`src/hdl/button_click_classifier_unit_defines.svh`:
```
// Assertion macros for the button click classifier.
// Included by the top level only; depends on nothing else.
`ifndef BUTTON_CLICK_CLASSIFIER_UNIT_DEFINES_SVH
`define BUTTON_CLICK_CLASSIFIER_UNIT_DEFINES_SVH

// Same-cycle implication, checked out of reset
`define BCC_ASSERT_SAME(label, clk, rstn, ante, cons, msg) \
    label: assert property (@(posedge clk) disable iff (!rstn) (ante) |-> (cons)) \
        else $error(msg);

// Next-cycle implication, checked out of reset
`define BCC_ASSERT_NEXT(label, clk, rstn, ante, cons, msg) \
    label: assert property (@(posedge clk) disable iff (!rstn) (ante) |=> (cons)) \
        else $error(msg);

`endif

```
`src/hdl/bcc_pkg.sv`:
```
// Shared types, codes and defaults for the button click classifier.
// No dependencies; imported by every module of the block.
package bcc_pkg;

    // Timer width default and configuration register width
    localparam int TIMER_BITS_DEF = 16;
    localparam int CFG_W          = 16;
    localparam int CMP_W          = 33;
    localparam int COUNT_W        = 8;
    localparam int ADDR_W         = 4;
    localparam int DATA_W         = 32;

    // Register reset values
    localparam logic [CFG_W-1:0] DEBOUNCE_RST = 16'd50;
    localparam logic [CFG_W-1:0] CLICK_RST    = 16'd400;
    localparam logic [CFG_W-1:0] PRESS_RST    = 16'd800;

    // Register indexes (word address)
    localparam logic [1:0] REG_DEBOUNCE = 2'd0;
    localparam logic [1:0] REG_CLICK    = 2'd1;
    localparam logic [1:0] REG_PRESS    = 2'd2;

    // Phase codes
    localparam logic [2:0] PH_IDLE     = 3'd0;
    localparam logic [2:0] PH_DOWN     = 3'd1;
    localparam logic [2:0] PH_UP       = 3'd2;
    localparam logic [2:0] PH_HELD     = 3'd3;
    localparam logic [2:0] PH_HELD_REL = 3'd4;

    // Event codes
    localparam logic [2:0] EV_NONE   = 3'd0;
    localparam logic [2:0] EV_CLICK  = 3'd1;
    localparam logic [2:0] EV_DOUBLE = 3'd2;
    localparam logic [2:0] EV_MULTI  = 3'd3;
    localparam logic [2:0] EV_LONG   = 3'd4;

    localparam logic [COUNT_W-1:0] DOUBLE_COUNT = 8'd2;
    localparam logic [COUNT_W-1:0] COUNT_MAX    = 8'd255;

    // Input beat
    typedef struct packed {
        logic pin_level;
        logic restart;
    } bcc_in_t;

    // Result beat
    typedef struct packed {
        logic [2:0]         event_res;
        logic [COUNT_W-1:0] click_count;
        logic               stable_level;
        logic [2:0]         phase;
    } bcc_out_t;

    // Configuration register set
    typedef struct packed {
        logic [CFG_W-1:0] debounce_ticks;
        logic [CFG_W-1:0] click_ticks;
        logic [CFG_W-1:0] press_ticks;
    } bcc_cfg_t;

    // Classifier status toward the result register
    typedef struct packed {
        logic [2:0]         event_res;
        logic [COUNT_W-1:0] click_count;
        logic [2:0]         phase;
    } bcc_fsm_res_t;

endpackage

```
`src/hdl/bcc_debounce.sv`:
```
// Debouncer: candidate level, saturating stability timer, stable level.
// Depends on bcc_pkg.
module bcc_debounce import bcc_pkg::*; #(
    parameter int TIMER_BITS = TIMER_BITS_DEF
) (
    input  logic             aclk,
    input  logic             aresetn,
    input  logic             tick_en,
    input  logic             pin_level,
    input  logic [CFG_W-1:0] debounce_ticks,
    output logic             level_next
);

    logic                  cand_reg;
    logic                  deb_reg;
    logic [TIMER_BITS-1:0] timer_reg;
    logic [TIMER_BITS-1:0] timer_next;
    logic                  deb_next;

    // Restart the timer on a change, else count up and saturate
    always_comb begin
        if (pin_level != cand_reg) begin
            timer_next = '0;
        end else if (timer_reg == {TIMER_BITS{1'b1}}) begin
            timer_next = timer_reg;
        end else begin
            timer_next = timer_reg + 1'b1;
        end
        if ({{(CMP_W-TIMER_BITS){1'b0}}, timer_next} >=
            {{(CMP_W-CFG_W){1'b0}}, debounce_ticks}) begin
            deb_next = pin_level;
        end else begin
            deb_next = deb_reg;
        end
    end

    assign level_next = deb_next;

    // Advance on each processed tick
    always_ff @(posedge aclk) begin
        if (!aresetn) begin
            cand_reg  <= 1'b0;
            deb_reg   <= 1'b0;
            timer_reg <= '0;
        end else if (tick_en) begin
            cand_reg  <= pin_level;
            deb_reg   <= deb_next;
            timer_reg <= timer_next;
        end
    end

endmodule

```
`src/hdl/bcc_fsm.sv`:
```
// Click classifier state machine: phases, saturating phase timer, click count.
// Depends on bcc_pkg.
module bcc_fsm import bcc_pkg::*; #(
    parameter int TIMER_BITS = TIMER_BITS_DEF
) (
    input  logic         aclk,
    input  logic         aresetn,
    input  logic         tick_en,
    input  logic         act,
    input  logic         restart,
    input  bcc_cfg_t     cfg,
    output bcc_fsm_res_t res
);

    logic [2:0]            phase_reg;
    logic [2:0]            phase_next;
    logic [TIMER_BITS-1:0] ptimer_reg;
    logic [TIMER_BITS-1:0] ptimer_inc;
    logic [TIMER_BITS-1:0] ptimer_next;
    logic [COUNT_W-1:0]    clicks_reg;
    logic [COUNT_W-1:0]    clicks_next;
    logic [2:0]            ev;
    logic [COUNT_W-1:0]    count_out;
    logic [CMP_W-1:0]      ptimer_ext;
    logic                  over_click;
    logic                  over_press;

    // Saturating phase timer and strict bound compares
    always_comb begin
        if (ptimer_reg == {TIMER_BITS{1'b1}}) begin
            ptimer_inc = ptimer_reg;
        end else begin
            ptimer_inc = ptimer_reg + 1'b1;
        end
        ptimer_ext = {{(CMP_W-TIMER_BITS){1'b0}}, ptimer_inc};
        over_click = ptimer_ext > {{(CMP_W-CFG_W){1'b0}}, cfg.click_ticks};
        over_press = ptimer_ext > {{(CMP_W-CFG_W){1'b0}}, cfg.press_ticks};
    end

    // Phase transitions; any phase change clears the timer
    always_comb begin
        phase_next  = phase_reg;
        clicks_next = clicks_reg;
        ev          = EV_NONE;
        count_out   = '0;
        if (restart) begin
            phase_next  = PH_IDLE;
            clicks_next = '0;
        end else begin
            case (phase_reg)
                PH_IDLE: begin
                    if (act) begin
                        phase_next  = PH_DOWN;
                        clicks_next = '0;
                    end
                end
                PH_DOWN: begin
                    if (!act) begin
                        if (clicks_reg != COUNT_MAX) begin
                            clicks_next = clicks_reg + 1'b1;
                        end
                        phase_next = PH_UP;
                    end else if (over_press) begin
                        ev          = EV_LONG;
                        clicks_next = '0;
                        phase_next  = PH_HELD;
                    end
                end
                PH_UP: begin
                    if (act) begin
                        phase_next = PH_DOWN;
                    end else if (over_click) begin
                        if (clicks_reg == 8'd1) begin
                            ev = EV_CLICK;
                        end else if (clicks_reg == DOUBLE_COUNT) begin
                            ev = EV_DOUBLE;
                        end else if (clicks_reg > DOUBLE_COUNT) begin
                            ev = EV_MULTI;
                        end
                        if (clicks_reg != '0) begin
                            count_out = clicks_reg;
                        end
                        phase_next = PH_IDLE;
                    end
                end
                PH_HELD: begin
                    if (!act) begin
                        phase_next = PH_HELD_REL;
                    end
                end
                PH_HELD_REL: begin
                    if (!act && over_click) begin
                        phase_next = PH_IDLE;
                    end
                end
                default: begin
                    phase_next = PH_IDLE;
                end
            endcase
        end
        // Restart always clears the timer, even when already idle
        if (restart || (phase_next != phase_reg)) begin
            ptimer_next = '0;
        end else begin
            ptimer_next = ptimer_inc;
        end
    end

    assign res.event_res   = ev;
    assign res.click_count = count_out;
    assign res.phase       = phase_next;

    always_ff @(posedge aclk) begin
        if (!aresetn) begin
            phase_reg  <= PH_IDLE;
            ptimer_reg <= '0;
            clicks_reg <= '0;
        end else if (tick_en) begin
            phase_reg  <= phase_next;
            ptimer_reg <= ptimer_next;
            clicks_reg <= clicks_next;
        end
    end

endmodule

```
`src/hdl/button_click_classifier_unit.sv`:
```
// Top level of the button click classifier: input register, APB registers,
// debouncer, classifier and result register. Depends on bcc_pkg and the defines header.
//
//   channel | ports                       | beat
//   input   | s_valid s_ready s_data      | one tick: pin_level, restart
//   result  | m_valid m_ready m_data      | event_res, click_count, stable_level, phase
//   config  | psel penable pwrite paddr.. | APB write/read, pready tied high
//
// One tick per clock unless the result channel stalls: a beat waits in the input register, then the
// debouncer and classifier update and the result register loads together when it advances.
// Throughput is one beat per cycle while the result channel is not stalled.
// Reset (synchronous, aresetn low) clears the valid flags, debouncer and classifier state and loads register defaults.
// A stalled result holds the input register; s_ready drops only when both are full.
`include "button_click_classifier_unit_defines.svh"
module button_click_classifier_unit import bcc_pkg::*; #(
    parameter int TIMER_BITS = TIMER_BITS_DEF
) (
    input  logic              aclk,
    input  logic              aresetn,
    input  logic              s_valid,
    output logic              s_ready,
    input  bcc_in_t           s_data,
    output logic              m_valid,
    input  logic              m_ready,
    output bcc_out_t          m_data,
    input  logic              psel,
    input  logic              penable,
    input  logic              pwrite,
    input  logic [ADDR_W-1:0] paddr,
    input  logic [DATA_W-1:0] pwdata,
    output logic [DATA_W-1:0] prdata,
    output logic              pready
);

    bcc_cfg_t     cfg_reg;
    bcc_in_t      in_reg;
    logic         in_valid_reg;
    bcc_out_t     out_reg;
    logic         out_valid_reg;
    logic         advance;
    logic         s_accept;
    logic         level_next;
    bcc_fsm_res_t fsm_res;
    logic         cfg_wr;

    // Configuration registers
    assign pready = 1'b1;
    assign cfg_wr = psel && penable && pwrite;

    always_ff @(posedge aclk) begin
        if (!aresetn) begin
            cfg_reg.debounce_ticks <= DEBOUNCE_RST;
            cfg_reg.click_ticks    <= CLICK_RST;
            cfg_reg.press_ticks    <= PRESS_RST;
        end else if (cfg_wr) begin
            case (paddr[3:2])
                REG_DEBOUNCE: cfg_reg.debounce_ticks <= pwdata[CFG_W-1:0];
                REG_CLICK:    cfg_reg.click_ticks    <= pwdata[CFG_W-1:0];
                REG_PRESS:    cfg_reg.press_ticks    <= pwdata[CFG_W-1:0];
                default: ;
            endcase
        end
    end

    always_comb begin
        case (paddr[3:2])
            REG_DEBOUNCE: prdata = {{(DATA_W-CFG_W){1'b0}}, cfg_reg.debounce_ticks};
            REG_CLICK:    prdata = {{(DATA_W-CFG_W){1'b0}}, cfg_reg.click_ticks};
            REG_PRESS:    prdata = {{(DATA_W-CFG_W){1'b0}}, cfg_reg.press_ticks};
            default:      prdata = '0;
        endcase
    end

    // Handshake: advance the input beat when the result register is empty or being taken
    assign advance  = in_valid_reg && (!out_valid_reg || m_ready);
    assign s_ready  = !in_valid_reg || advance;
    assign s_accept = s_valid && s_ready;

    always_ff @(posedge aclk) begin
        if (!aresetn) begin
            in_valid_reg <= 1'b0;
        end else if (s_accept) begin
            in_valid_reg <= 1'b1;
        end else if (advance) begin
            in_valid_reg <= 1'b0;
        end
    end

    always_ff @(posedge aclk) begin
        if (s_accept) begin
            in_reg <= s_data;
        end
    end

    bcc_debounce #(
        .TIMER_BITS(TIMER_BITS)
    ) u_debounce (
        .aclk           (aclk),
        .aresetn        (aresetn),
        .tick_en        (advance),
        .pin_level      (in_reg.pin_level),
        .debounce_ticks (cfg_reg.debounce_ticks),
        .level_next     (level_next)
    );

    bcc_fsm #(
        .TIMER_BITS(TIMER_BITS)
    ) u_fsm (
        .aclk    (aclk),
        .aresetn (aresetn),
        .tick_en (advance),
        .act     (level_next),
        .restart (in_reg.restart),
        .cfg     (cfg_reg),
        .res     (fsm_res)
    );

    // Result register: load on advance, drop once taken
    always_ff @(posedge aclk) begin
        if (!aresetn) begin
            out_valid_reg <= 1'b0;
        end else if (advance) begin
            out_valid_reg <= 1'b1;
        end else if (m_ready) begin
            out_valid_reg <= 1'b0;
        end
    end

    always_ff @(posedge aclk) begin
        if (advance) begin
            out_reg.event_res    <= fsm_res.event_res;
            out_reg.click_count  <= fsm_res.click_count;
            out_reg.stable_level <= level_next;
            out_reg.phase        <= fsm_res.phase;
        end
    end

    assign m_valid = out_valid_reg;
    assign m_data  = out_reg;

    // Checks on the classifier and pipeline control
    `BCC_ASSERT_SAME(a_long_no_count, aclk, aresetn, m_valid && (m_data.event_res == EV_LONG), m_data.click_count == '0, "long press carries a click count")
    `BCC_ASSERT_SAME(a_click_idle, aclk, aresetn, m_valid && ((m_data.event_res == EV_CLICK) || (m_data.event_res == EV_DOUBLE) || (m_data.event_res == EV_MULTI)), (m_data.phase == PH_IDLE) && (m_data.click_count != '0), "closed sequence not idle or empty")
    `BCC_ASSERT_SAME(a_none_no_count, aclk, aresetn, m_valid && (m_data.event_res == EV_NONE), m_data.click_count == '0, "count without event")
    `BCC_ASSERT_NEXT(a_stall_full, aclk, aresetn, in_valid_reg && out_valid_reg && !m_ready, in_valid_reg && out_valid_reg, "pipeline lost a beat under stall")

endmodule

```
`config.mk`:
```
export PLATFORM = sky130hd
export DESIGN_NAME = button_click_classifier_unit
export DESIGN_NICKNAME = d
export VERILOG_FILES = /design/src/hdl/bcc_pkg.sv /design/src/hdl/bcc_debounce.sv /design/src/hdl/bcc_fsm.sv /design/src/hdl/button_click_classifier_unit.sv
export VERILOG_INCLUDE_DIRS = /design/src /design/src/hdl
export SDC_FILE = /design/constraint.sdc
export NUM_CORES = 1
export LEC_CHECK = 0
export ABC_AREA = 1
export ABC_CLOCK_PERIOD_IN_PS = 8650
export BUFFER_PORTS_ARGS = -buffer_cell sky130_fd_sc_hd__buf_4
export CAP_MARGIN = 20
export CORE_MARGIN = 2
export CORE_UTILIZATION = 55
export DETAILED_ROUTE_END_ITERATION = 8
export GPL_TIMING_DRIVEN = 0
export PLACE_DENSITY = 0.84
export SLEW_MARGIN = 30
export SYNTH_ARGS = -nofsm -noshare
export SYNTH_HDL_FRONTEND = slang
export SYNTH_SLANG_ARGS = --single-unit
```
`constraint.sdc`:
```
create_clock -name aclk -period 8.65 [get_ports aclk]
set_clock_uncertainty 0.1 [all_clocks]
set_input_delay 1.73 -clock aclk [delete_from_list [all_inputs] [get_ports aclk]]
set_output_delay 1.73 -clock aclk [all_outputs]
set_load 0.005 [all_outputs]
```
Word level (Yosys, flattened, before mapping)
Cells that the tools add are included.
{"block": "totals", "output_inout_bits": 50, "word_cells": 98, "reg_bits": 112}
{"block": "op_classes", "mux": 33, "bitwise": 3, "n_lt_le_gt_ge": 4, "eq_ne": 16, "reduce_logical": 22, "add_sub_neg": 3}
{"op": "two-way mux 16 bit", "n": 4}
{"op": "one-hot mux 16 bit (3 select lines)", "n": 1}
{"op": "two-way mux 3 bit", "n": 14}
{"op": "two-way mux 8 bit", "n": 5}
{"op": "adder 16 x 1 -> 16 bit (second input constant)", "n": 2}
{"op": "equality test 16 bit (second input constant)", "n": 2}
{"op": "greater-than comparator 16 bit", "n": 2}
{"op": "greater-or-equal comparator 16 bit", "n": 1}
{"op": "one-hot mux 8 bit (2 select lines)", "n": 1}
{"op": "one-hot mux 3 bit (5 select lines)", "n": 1}
{"op": "adder 8 x 1 -> 8 bit (second input constant)", "n": 1}
{"op": "equality test 8 x 1 -> 1 bit (second input constant)", "n": 1}
{"op": "equality test 8 x 2 -> 1 bit (second input constant)", "n": 1}
{"op": "greater-than comparator 8 x 2 -> 1 bit (second input constant)", "n": 1}
{"op": "inequality test 4 x 3 -> 1 bit (second input constant)", "n": 2}
{"op": "inequality test 8 bit (second input constant)", "n": 1}
{"op": "nonzero test 8 bit", "n": 1}
{"op": "equality test 3 x 2 -> 1 bit (second input constant)", "n": 2}
{"op": "one-hot mux 3 bit (2 select lines)", "n": 1}
{"op": "AND reduction 2 bit", "n": 3}
{"op": "logical AND 1 bit", "n": 5}
{"op": "two-way mux 1 bit", "n": 5}
{"op": "AND reduction 5 bit", "n": 1}
{"op": "OR reduction 5 bit", "n": 1}
{"op": "other kinds (15)", "n": 22}

Depth between registers and ports, before layout
{"block": "depth", "ltp_word": 13, "mapped_depth": 33, "depth_no_buf": 32}

Cells and area by module
Synthesis repeated with hierarchy kept, for this count alone.
{"block": "hier_totals", "hier_cells": 1128, "hier_area_um2": 7684.9}
{"module": "bcc_fsm", "seq_area_each_um2": 540.5, "area_each_um2": 3044.2, "cells_per_inst": 473, "n_inst": 1}
{"module": "button_click_classifier_unit", "seq_area_each_um2": 1511.4, "area_each_um2": 2970.3, "cells_per_inst": 398, "n_inst": 1}
{"module": "bcc_debounce", "seq_area_each_um2": 360.3, "area_each_um2": 1670.4, "cells_per_inst": 257, "n_inst": 1}

Worst setup path before layout
No wires, ideal clock.
{"block": "synth_path", "path_type": "input -> output", "start": "input port paddr[3]", "end": "output port prdata[10]", "n_path_buf": 1, "stages": 5, "arrival_ns": 2.501, "setup_slack_ns": 4.319, "required_ns": 6.820, "cell_sequence": "inv_1 > nor2_1 > clkbuf_1 > nand2_1 > o221ai_1"}
{"block": "synth_between", "elab_chain_len": 2, "elab_cells_between_ends": 4, "classes_between": "eq/ne (2); mux (1); reduce/logical (1)"}
{"item": "start, declared", "line": "button_click_classifier_unit.sv:29", "source": "input logic [ADDR_W-1:0] paddr,"}
{"item": "equality test 2 bit (tied with other cells)", "line": "button_click_classifier_unit.sv:66", "source": "case (paddr[3:2])"}
{"item": "one-hot mux 16 bit (3 select lines) *", "line": "button_click_classifier_unit.sv:66"}
{"item": "end, declared", "line": "button_click_classifier_unit.sv:31", "source": "output logic [DATA_W-1:0] prdata,"}
Mark *: on every way between the ends. The rest lies on a longest branch, timed or not.

Final worst setup path
{"block": "layout_path", "start": "input port paddr[2]", "end": "output port prdata[14]"}
The elaborated chain is that of the path after synthesis.

==> results.yml <==
die:
  num_io_pins: 95
  die_w_um: 118
  start_util_pct: 56.4
  dieHeight_um: 118
  dieArea_um2: 13900
  core.rowCount: 41
  core-area_um2: 12600
worst_setup_path:
  arrival_ns: 3.14
  worstPathRequired_ns: 6.82
  slowest_stage: "nor2_1"
  reg2reg_from: "u_debounce.timer_reg[0]"
  worstPathMaxFanout: 10
  crit_chain: "buf_4 > nor2_1 > clkbuf_1 > nand2_1 > o221ai_1 > buf_4"
  cpPeakStageDelay_ns: 0.43
  r2r_slack_ns: 4.44
  startpoint: "paddr[2]"
  cp-end-kind: "output pin"
  start_kind: "input pin"
  cp_num_buf_inv: 3
  cpMostUsedCell: "buf_4"
  critical_path_class: "input pin to output pin"
  crit_family: "buffers and inverters"
synth:
  synth_area_um2: 7110
  synth_edf_count: 17
  ys_async_sr_fraction_pct: 0
  syn_inst: 970
  synth_most_common_cell: "nand2_1"
  synth_area_leaders: "dfxtp_1 27%, ha_1 9.5%, nand2_1 8.4%"
  ys_warn_count: 0
  yosysTopAreaCell: "dfxtp_1"
  synth_common_cells: "159 x nand2_1, 155 x inv_1, 97 x a21oi_1"
  yosysSeqAreaShare_pct: 33.9
  ys_ff_latch: 112
  synth.distinct_cells: 45
  synth_top_cell_area_share_pct: 26.7
  synth_ff_type: "dfxtp_1"
  avgSynthCellArea_um2: 7.33
global_route:
  grt_max_degree: 25
  antenna_found_initial: 0
  grt_usage_pct: 26.6
  overflow: 0
  grt_pass1_wl_um: 30000
  grt_pass1_vias: 6217
power_and_ir_drop:
  p_leak_nw: 3.72
  p_per_area_nw_per_um2: 146
  ir_drop_mv: 0.0897
worst_hold_path:
  hold_class: "register to register"
  hp-start: "cfg_reg[10]"
clock_tree:
  cts_buffers: 9
  clk_path_buf_depth: 2
  cts_resized: 0
  htreeDepth: 3
  root_buffer: "clkbuf_16"
  cts_tree: "built"
  post_cts_buffers: 0
  holdBufCountCts: 0
  clkLatencyLatePin_ns: 0.36
  clock-sinks: 112
  clkTransAtPathRegs_ns: 0.07
timing:
  drv_slew: 0
  period_minus_slack_ns: 4.97
  whs_ns: 0.387
  worstMarginPinSlew_ns: 0.738
  slew-limit-headroom_pct: 50.8
  finalHoldViolCount: 0
  finalCritPeriodShare_pct: 57.5
  fin_setup_tns_ns: 0
  fmax_mhz: 201
  rsz0062_at_grt: "false"
  setup_viol: 0
cells_and_area:
  layout-drive-gt1-share_pct: 14.5
  largest_reg_flops: 48
  syn_to_final_growth_pct: 14.2
  finish.instance_area_um2: 8130
  final_nets: 1154
  postLayoutCoreUtil_pct: 64.4
  antenna_cells: 0
drt:
  drc: 0
  dr.pass1.iters: 6
  num_vias: 6670
  wl_per_cell_um: 14.9
  vias_per_cell: 5.41
  wl_um: 18300
  drt-initial-drc-count: 537
  ant_nets: 0
place:
  place_area_um2: 7830
  dpl.hpwl_um: 14200
  place_congestion: 0.940
  placement.io_buffers: 59
job:
  drv_cap: 0
run_status:
  status: "finished, final reports clean"
-- report_power, final --
group	switching, W	total (W)	internal [W]
Sequential	0.0000124	0.000558	0.000546
Clock	0.000202	0.000428	0.000226
Combinational	0.000129	0.000202	0.0000734
Total	0.000343	0.00119	0.000845
-- cells by family after synthesis --
logic type	after synthesis	share of synthesized area (%)
buffers and inverters	206	12.0
flip-flops	112	33.9
XOR/XNOR	21	2.85
AND/OR/NAND/NOR	360	24.5
other	2	0.106
AO/OA/AOI/OAI	215	17.2
adder cells (fa/ha/maj)	54	9.50
-- cell usage in the layout, fill, tap and decap left out, drive strengths merged --
cell type,synthesis,final
dfxtp,95,95
clkinv,0,4
a21o,1,1
nor4,11,11
or2,4,4
nand2,185,185
ha,54,54
edfxtp,17,17
nand4,12,12
nor2,90,90
xor2,17,17
a31o,1,1
o31ai,1,1
o21a,1,1
nand3,37,37
conb,2,17
o211ai,11,11
clkbuf,28,37
a211oi,2,2
xnor2,4,4
o221ai,15,15
o21ai,75,75
a21oi,107,107
a311oi,1,1
bufinv,0,1
buf,19,78
inv,159,161
nand3b,1,1
nor3,19,19
nor3b,1,1
-- final timing paths --
| check | cells past startpoint | to |
|---|---|---|
| setup / recovery | 6 | prdata[14] |
| hold / removal | 2 | cfg_reg[10] |
| setup reg to reg | 33 | u_fsm.ptimer_reg[0] |
| hold reg to reg | 2 | cfg_reg[10] |
-- tightest hold or removal path, cell delays in order, from the launching register on --
cell and delay (ns):
dfxtp_1 0.31, inv_1 0.07, a21oi_1 0.06
-- cell type report --
| class | instances | area, µm² |
|---|---|---|
| sequential | 112 | 2410 |
| multi-input combinational | 667 | 3910 |
| tap | 172 | 215 |
| clock inverter | 7 | 70.1 |
| inverter | 159 | 597 |
| buffer | 47 | 258 |
| fill | 1122 | 4490 |
| clock buffer | 9 | 225 |
| timing repair buffer | 59 | 443 |
-- through the flow --
stage	power [W]	cells	setup slack (ns)
finish	0.00119	1232	3.68
global route	0.00124	1232	3.53
CTS	0.00119	1232	3.70
detailed placement	0.000768	1216	3.74
global placement	0.000763	1216	3.74
floorplan	0.000707	985	4.32
-- routing by layer --
| layer | track usage [%] | vias to the layer above | share of wire, % |
|---|---|---|---|
| li1 | - | 3318 | - |
| met1 | 32.8 | 3063 | 42 |
| met2 | 45.7 | 246 | 48 |
| met3 | 4.84 | 43 | 6.4 |
| met4 | 10.8 | 0 | 3.1 |
| met5 | 0 | - | 0 |
(Power assumes the default switching activity.)
